### config.mk
export PLATFORM = sky130hd
export DESIGN_NAME = gated_scalar_kalman_smoother_top
export DESIGN_NICKNAME = d
export VERILOG_FILES = /design/src/rtl/core/gsks_pkg.sv /design/src/rtl/core/gated_scalar_kalman_smoother_top.sv /design/src/rtl/core/gsks_ctrl.sv /design/src/rtl/core/gsks_datapath.sv
export SDC_FILE = /design/constraint.sdc
export NUM_CORES = 2
export LEC_CHECK = 0
export BUFFER_PORTS_ARGS = -buffer_cell sky130_fd_sc_hd__buf_4
export CORE_ASPECT_RATIO = 2
export CORE_MARGIN = 2
export CORE_UTILIZATION = 25
export CTS_CLUSTER_DIAMETER = 50
export DETAILED_ROUTE_END_ITERATION = 8
export REMOVE_ABC_BUFFERS = 1
export SKIP_CTS_REPAIR_TIMING = 1
export SYNTH_ARGS = -nofsm -noshare
export SYNTH_HDL_FRONTEND = slang
export SYNTH_SLANG_ARGS = --single-unit
### constraint.sdc
create_clock -name clock -period 23.4 [get_ports clock]
set_input_delay 2.34 -clock clock [delete_from_list [all_inputs] [get_ports clock]]
set_output_delay 2.34 -clock clock [all_outputs]
set_load 0.03 [all_outputs]
### src/rtl/core/gsks_pkg.sv
// Shared types and constants for the gated scalar Kalman smoother.
package gsks_pkg;

   // Datapath commands issued by the controller
   localparam logic [3:0] CMD_NONE  = 4'd0;
   localparam logic [3:0] CMD_LOAD  = 4'd1;
   localparam logic [3:0] CMD_DIV   = 4'd2;
   localparam logic [3:0] CMD_MDD   = 4'd3;
   localparam logic [3:0] CMD_MGG   = 4'd4;
   localparam logic [3:0] CMD_MGGM  = 4'd5;
   localparam logic [3:0] CMD_MS    = 4'd6;
   localparam logic [3:0] CMD_ME    = 4'd7;
   localparam logic [3:0] CMD_MP    = 4'd8;
   localparam logic [3:0] CMD_MY    = 4'd9;
   localparam logic [3:0] CMD_WRITE = 4'd10;

   // Register indexes of the configuration port
   localparam logic [2:0] REG_FILTER_MODE = 3'd0;
   localparam logic [2:0] REG_MEASURE_VAR = 3'd1;
   localparam logic [2:0] REG_GATE_THRESH = 3'd2;
   localparam logic [2:0] REG_PROCESS_NSE = 3'd3;
   localparam logic [2:0] REG_FIXED_MEAS  = 3'd4;

   // Reset values
   localparam logic [15:0] RST_MEASURE_VAR = 16'd100;
   localparam logic [7:0]  RST_GATE_THRESH = 8'd48;
   localparam logic [15:0] RST_PROCESS_NSE = 16'd10;
   localparam logic [15:0] RST_FIXED_MEAS  = 16'd10;
   localparam logic [23:0] RST_VARIANCE    = 24'd25600;
   localparam logic [23:0] RST_COVARIANCE  = 24'd2560;
   localparam logic [23:0] VAR_MAX         = 24'hFFFFFF;

   // Gain divider produces 17 quotient bits
   localparam int DIV_STEPS = 17;

   typedef struct packed {
      logic [3:0] op;
   } dp_cmd_type;

   typedef struct packed {
      logic out_busy;
   } dp_status_type;

endpackage

### src/rtl/core/gated_scalar_kalman_smoother_top.sv
// Top level of the gated scalar Kalman smoother.
//
// Usage: one sample item enters on the req_ stream (tuser = channel, tdata =
// sample) and one filtered item leaves on the rsp_ stream (tuser = channel and
// gated flag, tdata = estimate). Each channel keeps its own estimate and
// variances; adaptive or fixed-noise mode is selected through the csr_ port.
// The gain is formed by a restoring divider producing one quotient bit a cycle,
// followed by seven steps on one shared 17x24 multiplier and a write-back step.
// A new item is taken only after the last one is written back; req_tready is
// high only between items. A finished item sits in the output register, so the
// next sample is taken while it waits; a stalled receiver holds back only the
// write-back of the following item. Reset (synchronous, active high) loads the
// register defaults and returns every channel to estimate 0, variances 100.0,
// covariance 10.0. Configuration must be written by the user only while the
// block is idle; the block itself does not enforce this.
module gated_scalar_kalman_smoother_top #(
   parameter int NUM_CHANNELS = 6
) (
   input  logic        clock,
   input  logic        reset,
   input  logic        req_tvalid,
   output logic        req_tready,
   input  logic [15:0] req_tdata,   // [15:0] sample
   input  logic [2:0]  req_tuser,   // [2:0] channel
   output logic        rsp_tvalid,
   input  logic        rsp_tready,
   output logic [15:0] rsp_tdata,   // [15:0] estimate
   output logic [3:0]  rsp_tuser,   // [2:0] channel_out, [3] gated
   input  logic        csr_we,
   input  logic [2:0]  csr_index,
   input  logic [15:0] csr_wdata
);

   gsks_pkg::dp_cmd_type    cmd;
   gsks_pkg::dp_status_type status;
   logic [2:0]  out_channel;
   logic [15:0] out_estimate;
   logic        out_gated;

   gsks_ctrl u_ctrl (
      .clock      (clock),
      .reset      (reset),
      .req_tvalid (req_tvalid),
      .req_tready (req_tready),
      .status     (status),
      .cmd        (cmd)
   );

   gsks_datapath #(.NUM_CHANNELS(NUM_CHANNELS)) u_dp (
      .clock        (clock),
      .reset        (reset),
      .csr_we       (csr_we),
      .csr_index    (csr_index),
      .csr_wdata    (csr_wdata),
      .in_channel   (req_tuser),
      .in_sample    (req_tdata),
      .cmd          (cmd),
      .status       (status),
      .rsp_tvalid   (rsp_tvalid),
      .rsp_tready   (rsp_tready),
      .out_channel  (out_channel),
      .out_estimate (out_estimate),
      .out_gated    (out_gated)
   );

   assign rsp_tdata = out_estimate;
   assign rsp_tuser = {out_gated, out_channel};

endmodule

### src/rtl/core/gsks_ctrl.sv
// Sequencer for the smoother: load, divide, multiply steps, write back.
module gsks_ctrl (
   input  logic                   clock,
   input  logic                   reset,
   input  logic                   req_tvalid,
   output logic                   req_tready,
   input  gsks_pkg::dp_status_type status,
   output gsks_pkg::dp_cmd_type   cmd
);

   localparam logic [3:0] ST_IDLE  = 4'd0;
   localparam logic [3:0] ST_DIV   = 4'd1;
   localparam logic [3:0] ST_DD    = 4'd2;
   localparam logic [3:0] ST_GG    = 4'd3;
   localparam logic [3:0] ST_GGM   = 4'd4;
   localparam logic [3:0] ST_S     = 4'd5;
   localparam logic [3:0] ST_E     = 4'd6;
   localparam logic [3:0] ST_P     = 4'd7;
   localparam logic [3:0] ST_Y     = 4'd8;
   localparam logic [3:0] ST_WRITE = 4'd9;

   logic [3:0] state_ff, state_in;
   logic [4:0] cnt_ff, cnt_in;

   // Take no item while reset is held
   assign req_tready = (state_ff == ST_IDLE) && !reset;

   // Next state and command
   always_comb begin
      state_in = state_ff;
      cnt_in   = cnt_ff;
      cmd.op   = gsks_pkg::CMD_NONE;
      unique case (state_ff)
         ST_IDLE: begin
            if (req_tvalid && req_tready) begin
               cmd.op   = gsks_pkg::CMD_LOAD;
               cnt_in   = '0;
               state_in = ST_DIV;
            end
         end
         ST_DIV: begin
            cmd.op = gsks_pkg::CMD_DIV;
            cnt_in = cnt_ff + 5'd1;
            if (cnt_ff == 5'(gsks_pkg::DIV_STEPS - 1)) state_in = ST_DD;
         end
         ST_DD: begin
            cmd.op = gsks_pkg::CMD_MDD;  state_in = ST_GG;
         end
         ST_GG: begin
            cmd.op = gsks_pkg::CMD_MGG;  state_in = ST_GGM;
         end
         ST_GGM: begin
            cmd.op = gsks_pkg::CMD_MGGM; state_in = ST_S;
         end
         ST_S: begin
            cmd.op = gsks_pkg::CMD_MS;   state_in = ST_E;
         end
         ST_E: begin
            cmd.op = gsks_pkg::CMD_ME;   state_in = ST_P;
         end
         ST_P: begin
            cmd.op = gsks_pkg::CMD_MP;   state_in = ST_Y;
         end
         ST_Y: begin
            cmd.op = gsks_pkg::CMD_MY;   state_in = ST_WRITE;
         end
         ST_WRITE: begin
            // hold until the output register is free
            if (!status.out_busy) begin
               cmd.op   = gsks_pkg::CMD_WRITE;
               state_in = ST_IDLE;
            end
         end
         default: state_in = ST_IDLE;
      endcase
   end

   always_ff @(posedge clock) begin
      if (reset) begin
         state_ff <= ST_IDLE;
         cnt_ff   <= '0;
      end else begin
         state_ff <= state_in;
         cnt_ff   <= cnt_in;
      end
   end

endmodule

### src/rtl/core/gsks_datapath.sv
// Datapath: channel state, config registers, gain divider, shared multiplier, output.
module gsks_datapath #(
   parameter int NUM_CHANNELS = 6
) (
   input  logic                   clock,
   input  logic                   reset,
   input  logic                   csr_we,
   input  logic [2:0]             csr_index,
   input  logic [15:0]            csr_wdata,
   input  logic [2:0]             in_channel,
   input  logic [15:0]            in_sample,
   input  gsks_pkg::dp_cmd_type   cmd,
   output gsks_pkg::dp_status_type status,
   output logic                   rsp_tvalid,
   input  logic                   rsp_tready,
   output logic [2:0]             out_channel,
   output logic [15:0]            out_estimate,
   output logic                   out_gated
);

   localparam int IDX_W = (NUM_CHANNELS > 1) ? $clog2(NUM_CHANNELS) : 1;

   // Configuration registers
   logic        mode_ff;
   logic [15:0] mvar_ff, qnse_ff, rnse_ff;
   logic [7:0]  gate_ff;

   // Per-channel state
   logic [15:0] est_ff [NUM_CHANNELS];
   logic [23:0] evar_ff [NUM_CHANNELS];
   logic [23:0] svar_ff [NUM_CHANNELS];
   logic [23:0] pcov_ff [NUM_CHANNELS];

   // Item working registers
   logic [2:0]       ch_ff;
   logic             inrange_ff;
   logic [IDX_W-1:0] idx_ff;
   logic [15:0]      y_ff, d_ff;
   logic             xge_ff, pos_ff;
   logic [23:0]      p_ff;
   logic [25:0]      den_ff;
   logic [26:0]      rem_ff;
   logic [16:0]      q_ff;
   logic [15:0]      k_ff;
   logic [39:0]      lhs_ff;
   logic             gated_ff;
   logic [23:0]      s_ff, e_ff, pnew_ff;
   logic [40:0]      prod_ff;

   // Output register
   logic        ovalid_ff;
   logic [2:0]  och_ff;
   logic [15:0] oest_ff;
   logic        ogated_ff;

   logic [23:0]      m8;
   logic [IDX_W-1:0] idx_in;
   logic             inrange_in;
   logic [15:0]      y_in;
   logic [24:0]      es, psum;
   logic [23:0]      psat;
   logic [16:0]      mul_a;
   logic [23:0]      mul_b;
   logic [40:0]      mul_p;
   logic [26:0]      rem_sub;
   logic             rem_ge;
   logic [16:0]      kc;
   logic [24:0]      esum;
   logic [32:0]      rnd;
   logic [15:0]      y_new;

   assign m8         = {mvar_ff, 8'd0};
   assign idx_in     = IDX_W'(in_channel);
   assign inrange_in = (32'(in_channel) < NUM_CHANNELS);
   assign y_in       = inrange_in ? est_ff[idx_in] : 16'd0;
   assign es         = {1'b0, evar_ff[idx_in]} + {1'b0, svar_ff[idx_in]};
   assign psum       = {1'b0, pcov_ff[idx_in]} + {1'b0, qnse_ff, 8'd0};
   assign psat       = psum[24] ? gsks_pkg::VAR_MAX : psum[23:0];
   assign kc         = 17'h10000 - {1'b0, k_ff};

   // Restoring divider step
   assign rem_ge  = (rem_ff >= {1'b0, den_ff});
   assign rem_sub = rem_ff - (rem_ge ? {1'b0, den_ff} : 27'd0);

   // Shared multiplier operand select
   always_comb begin
      mul_a = '0;
      mul_b = '0;
      unique case (cmd.op)
         gsks_pkg::CMD_MDD:  begin mul_a = {1'b0, d_ff};            mul_b = {8'd0, d_ff}; end
         gsks_pkg::CMD_MGG:  begin mul_a = {9'd0, gate_ff};         mul_b = {16'd0, gate_ff}; end
         gsks_pkg::CMD_MGGM: begin mul_a = {1'b0, prod_ff[15:0]};   mul_b = {8'd0, mvar_ff}; end
         gsks_pkg::CMD_MS:   begin mul_a = {1'b0, k_ff};            mul_b = m8; end
         gsks_pkg::CMD_ME:   begin mul_a = kc;                      mul_b = m8; end
         gsks_pkg::CMD_MP:   begin mul_a = kc;                      mul_b = p_ff; end
         gsks_pkg::CMD_MY:   begin mul_a = {1'b0, k_ff};            mul_b = {8'd0, d_ff}; end
         default: ;
      endcase
   end
   assign mul_p = {24'd0, mul_a} * {17'd0, mul_b};

   // Write-back values
   assign esum  = {1'b0, prod_ff[39:16]} + {1'b0, s_ff};
   assign rnd   = {1'b0, prod_ff[31:0]} + 33'd65535;
   assign y_new = xge_ff ? (y_ff + prod_ff[31:16]) : (y_ff - rnd[31:16]);

   // Configuration writes
   always_ff @(posedge clock) begin
      if (reset) begin
         mode_ff <= 1'b0;
         mvar_ff <= gsks_pkg::RST_MEASURE_VAR;
         gate_ff <= gsks_pkg::RST_GATE_THRESH;
         qnse_ff <= gsks_pkg::RST_PROCESS_NSE;
         rnse_ff <= gsks_pkg::RST_FIXED_MEAS;
      end else if (csr_we) begin
         unique case (csr_index)
            gsks_pkg::REG_FILTER_MODE: mode_ff <= csr_wdata[0];
            gsks_pkg::REG_MEASURE_VAR: mvar_ff <= csr_wdata;
            gsks_pkg::REG_GATE_THRESH: gate_ff <= csr_wdata[7:0];
            gsks_pkg::REG_PROCESS_NSE: qnse_ff <= csr_wdata;
            gsks_pkg::REG_FIXED_MEAS:  rnse_ff <= csr_wdata;
            default: ;
         endcase
      end
   end

   // Item working registers
   always_ff @(posedge clock) begin
      unique case (cmd.op)
         gsks_pkg::CMD_LOAD: begin
            ch_ff      <= in_channel;
            inrange_ff <= inrange_in;
            idx_ff     <= idx_in;
            y_ff       <= y_in;
            xge_ff     <= (in_sample >= y_in);
            pos_ff     <= (in_sample > y_in);
            d_ff       <= (in_sample >= y_in) ? (in_sample - y_in) : (y_in - in_sample);
            p_ff       <= psat;
            q_ff       <= '0;
            if (mode_ff) begin
               rem_ff <= {3'd0, psat};
               den_ff <= {2'd0, psat} + {2'd0, rnse_ff, 8'd0};
            end else begin
               rem_ff <= {2'd0, es};
               den_ff <= {1'b0, es} + {2'd0, m8};
            end
         end
         gsks_pkg::CMD_DIV: begin
            q_ff   <= {q_ff[15:0], rem_ge};
            rem_ff <= {rem_sub[25:0], 1'b0};
         end
         gsks_pkg::CMD_MDD: begin
            k_ff    <= (den_ff == '0) ? 16'd0 : (q_ff[16] ? 16'hFFFF : q_ff[15:0]);
            prod_ff <= mul_p;
         end
         gsks_pkg::CMD_MGG: begin
            lhs_ff  <= {prod_ff[31:0], 8'd0};
            prod_ff <= mul_p;
         end
         gsks_pkg::CMD_MGGM: prod_ff <= mul_p;
         gsks_pkg::CMD_MS: begin
            gated_ff <= !mode_ff && pos_ff && (lhs_ff > {8'd0, prod_ff[31:0]});
            prod_ff  <= mul_p;
         end
         gsks_pkg::CMD_ME: begin
            s_ff    <= prod_ff[39:16];
            prod_ff <= mul_p;
         end
         gsks_pkg::CMD_MP: begin
            e_ff    <= esum[24] ? gsks_pkg::VAR_MAX : esum[23:0];
            prod_ff <= mul_p;
         end
         gsks_pkg::CMD_MY: begin
            pnew_ff <= prod_ff[39:16];
            prod_ff <= mul_p;
         end
         default: ;
      endcase
   end

   // Channel state: reset and write back
   always_ff @(posedge clock) begin
      if (reset) begin
         for (int i = 0; i < NUM_CHANNELS; i++) begin
            est_ff[i]  <= '0;
            evar_ff[i] <= gsks_pkg::RST_VARIANCE;
            svar_ff[i] <= gsks_pkg::RST_VARIANCE;
            pcov_ff[i] <= gsks_pkg::RST_COVARIANCE;
         end
      end else if (cmd.op == gsks_pkg::CMD_WRITE && inrange_ff) begin
         est_ff[idx_ff] <= y_new;
         if (mode_ff) begin
            pcov_ff[idx_ff] <= pnew_ff;
         end else if (gated_ff) begin
            evar_ff[idx_ff] <= m8;
            svar_ff[idx_ff] <= m8;
         end else begin
            evar_ff[idx_ff] <= e_ff;
            svar_ff[idx_ff] <= s_ff;
         end
      end
   end

   // Output register
   always_ff @(posedge clock) begin
      if (reset) begin
         ovalid_ff <= 1'b0;
      end else if (cmd.op == gsks_pkg::CMD_WRITE) begin
         ovalid_ff <= 1'b1;
      end else if (rsp_tready) begin
         ovalid_ff <= 1'b0;
      end
   end

   always_ff @(posedge clock) begin
      if (cmd.op == gsks_pkg::CMD_WRITE) begin
         och_ff    <= ch_ff;
         oest_ff   <= inrange_ff ? y_new : 16'd0;
         ogated_ff <= inrange_ff && gated_ff;
      end
   end

   assign status.out_busy = ovalid_ff && !rsp_tready;
   assign rsp_tvalid      = ovalid_ff;
   assign out_channel     = och_ff;
   assign out_estimate    = oest_ff;
   assign out_gated       = ogated_ff;

endmodule
==> reports/qor.yml <==
global_route:
  grt_max_degree: 87
  antenna_found_initial: 16
  grt_pass1_wl_um: 321000
  grt_pass1_vias: 47646
  grt.overflow.total: 0
  grt_usage: 0.168
min_path:
  min_from: "u_dp.rnse_ff[12]$_SDFFE_PP0P_"
  min_path_type: "register to register"
power_and_ir_drop:
  p_sw_frac: 0.382
  ir_drop_mv: 0.0699
  pwr-share-clk: 0.242
  p_seq_frac: 0.408
  power_density_nw_per_um2: 85.7
  power_frac_comb: 0.350
  intPower_w: 0.00383
  p_sw_w: 0.00237
  p_leak_nw: 28.4
  total_power_w: 0.00620
setup_path:
  slowest_delay_ns: 0.80
  crit_path_end_kind: "register"
  crit_start: "u_ctrl.state_ff[1]$_SDFFE_PP0P_"
  cp.arrival_ns: 10.86
  r2r_setup_slack_ns: 12.98
  path_max_fanout: 33
  worst_setup_path_start_kind: "register"
  path_class: "register to register"
  crit_slowest_cell: "nand2_1"
  r2r_start: "u_ctrl.state_ff[1]$_SDFFE_PP0P_"
  cp_num_buf_inv: 6
  critPathTopFamily: "simple AND/OR/NAND/NOR gates"
  required_ns: 23.84
  cp_common_cell: "fa_1"
logic_synthesis:
  synth_edf_count: 985
  synthSimpleGateAreaFrac: 0.127
  synth_area_leaders: "edfxtp_1 (46%), fa_1 (10%), ha_1 (6.4%)"
  yosysUniqueCellTypes: 82
  yosys_warnings: 0
  syn_avg_cell_area_um2: 11.3
  synth_compound_area_frac: 0.0764
  yosysMostFrequentCell: "edfxtp_1"
  syn-cell-area_um2: 64900
  muxShareOfSynthArea: 0.0745
  synth_area_leader_cell: "edfxtp_1"
  synth_flop_cell: "edfxtp_1"
  synthXorXnorAreaFrac: 0.0244
  synthCells: 5739
  ys_async_sr_fraction: 0
  synth_top_family_by_area: "adder cells"
  synth_top_cell_area_share: 0.456
  ys_ff_latch: 1052
  synthAdderAreaFrac: 0.168
  synth_commonest_cells: "edfxtp_1 (985), nand2_1 (758), inv_1 (649)"
  yosysSeqAreaShare: 0.477
route:
  vias_per_cell: 4.86
  num_vias: 44921
  drc_errors: 0
  first_pass_iters: 6
  wl_per_cell_um: 24.3
  drt.antenna.violating_nets: 0
  wl_met3_um: 10100
  wl_um: 225000
  wl_met2_um: 123000
  wl_met1_um: 67800
  routed.top_layer: "met5"
  first_iter_violations: 3258
place:
  port_buffers: 64
  place_congestion: 0.973
  dpl.hpwl_um: 171000
  dpl_cell_area_um2: 69500
timing:
  maxSlewHeadroom: 0.0978
  worst_slew_pin_slew_ns: 1.35
  skew_ns: 0.0495
  setup_viol: 0
  period_share: 0.445
  period_minus_slack_ns: 10.42
  timing_hold_violations_final: 0
  rsz0062_at_grt: "false"
  fmax_mhz: 95.9
  tns_ns: 0
  maxSlewViolCount: 0
  fin_hold_ws_ns: 0.461
job:
  timing.max_cap.violations: 0
floorplanning:
  die_width_um: 364
  core_um2: 258000
  fp.dieH_um: 724
  die_area_um2: 264000
  num_io_pins: 65
  start_util: 0.251
  rows: 264
clock_tree:
  htreeDepth: 3
  root_buffer: "clkbuf_16"
  cts_tree: "yes"
  cts_max_path_buffers: 3
  cts_inserted_buffers: 81
  clk_pin_slew_worst_paths_ns: 0.08
  clock_sinks: 1052
  clock_latency_ns: 0.70
final_layout:
  ff_latch_area_um2: 30900
  synthToLayoutAreaGrowth_pct: 11.5
  multiInputGateArea_um2: 30700
  drive_gt1_frac: 0.0980
  fill_cells: 26753
  design_area_um2: 72300
  nets: 6424
status:
  status: "finished, final reports clean"
flip-flops by register name, indices dropped and copies added (netlist names), 16 cells and up:
| register | flops |
|---|---|
| u_dp.rnse_ff | 16 |
| u_dp.pcov_ff | 192 |
| u_dp.svar_ff | 192 |
| u_dp.den_ff | 26 |
| u_dp.est_ff | 96 |
| u_dp.s_ff | 24 |
| u_dp.pnew_ff | 24 |
| u_dp.y_ff | 16 |
| u_dp.evar_ff | 192 |
| u_dp.d_ff | 16 |
| u_dp.qnse_ff | 16 |
| u_dp.prod_ff | 40 |
| u_dp.rem_ff | 27 |
| u_dp.mvar_ff | 16 |
| u_dp.out_estimate | 16 |
| u_dp.e_ff | 24 |
| u_dp.k_ff | 16 |
| u_dp.q_ff | 17 |
| u_dp.lhs_ff | 32 |
| u_dp.p_ff | 24 |
worst paths after layout:
path,endpoint,cells after the start
hold reg to reg,u_dp.rnse_ff[12]$_SDFFE_PP0P_,2
setup / recovery,u_dp.prod_ff[29]$_DFFE_PP_,29
hold / removal,u_dp.rnse_ff[12]$_SDFFE_PP0P_,2
setup reg to reg,u_dp.prod_ff[29]$_DFFE_PP_,29
worst register-to-register path: cells and delay by family (launching register included):
kind / cells / cell delay [ns]
adders and majority gates: 7 / 3.43
and+or+nand+nor: 10 / 4.03
xor gates and xnor gates: 1 / 0.19
DFF: 1 / 0.49
buffers and inverters: 6 / 0.70
AOI/OAI and AO/OA: 5 / 1.34
logic make-up after synthesis:
family	after synthesis
adders and majority gates	669
and+or+nand+nor	1869
muxes	274
xor gates and xnor gates	181
buffers and inverters	911
DFF	1052
AOI/OAI and AO/OA	783
layout by cell type, fill, tap and decap left out, types with 39 or more instances in the layout:
cell type	n
o21a_1	40
a21oi_1	261
nor2_1	627
ha_1	332
dfxtp_1	66
and3_1	113
inv_1	648
buf_4	147
xnor2_1	115
mux4_2	160
fa_1	337
nor2b_1	44
xor2_1	66
edfxtp_1	985
a21o_1	74
o21ai_0	162
nand2_1	751
nor3_1	39
and2_1	43
mux2i_1	45
nand3_1	56
mux2_2	69
clkbuf_16	83
power groups by stage:
| stage | logic, W | clock network, W | registers, W |
|---|---|---|---|
| finish | 0.00217 | 0.00150 | 0.00253 |
| global route | 0.00234 | 0.00157 | 0.00254 |
| CTS | 0.00216 | 0.00152 | 0.00253 |
| detailed placement | 0.00215 | 0 | 0.00257 |
| global placement | 0.00212 | 0 | 0.00256 |
| floorplan | 0.00133 | 0 | 0.00246 |
layer usage:
metal | up-vias | GRT usage
li1 | 19849 | -
met1 | 22872 | 0.148
met2 | 1533 | 0.325
met3 | 661 | 0.0210
met4 | 6 | 0.153
met5 | - | 0
area by class of cell:
class | instances | area share
Antenna cell | 15 | 0.000519
Clock buffer | 96 | 0.0297
Clock inverter | 52 | 0.00872
Inverter | 650 | 0.0338
Multi-Input combinational cell | 3776 | 0.424
Sequential cell | 1052 | 0.428
Tap cell | 3458 | 0.0598
Timing Repair Buffer | 151 | 0.0160
through the flow:
step	setup WS (ns)	cells	util
floorplan	14.14	5478	-
detailed placement	12.87	9087	0.269
finish	12.98	9250	0.280
global route	12.69	9239	0.280
global placement	12.85	9085	0.269
CTS	13.46	9235	0.280
Note: power is estimated with default switching activity, not from simulation.
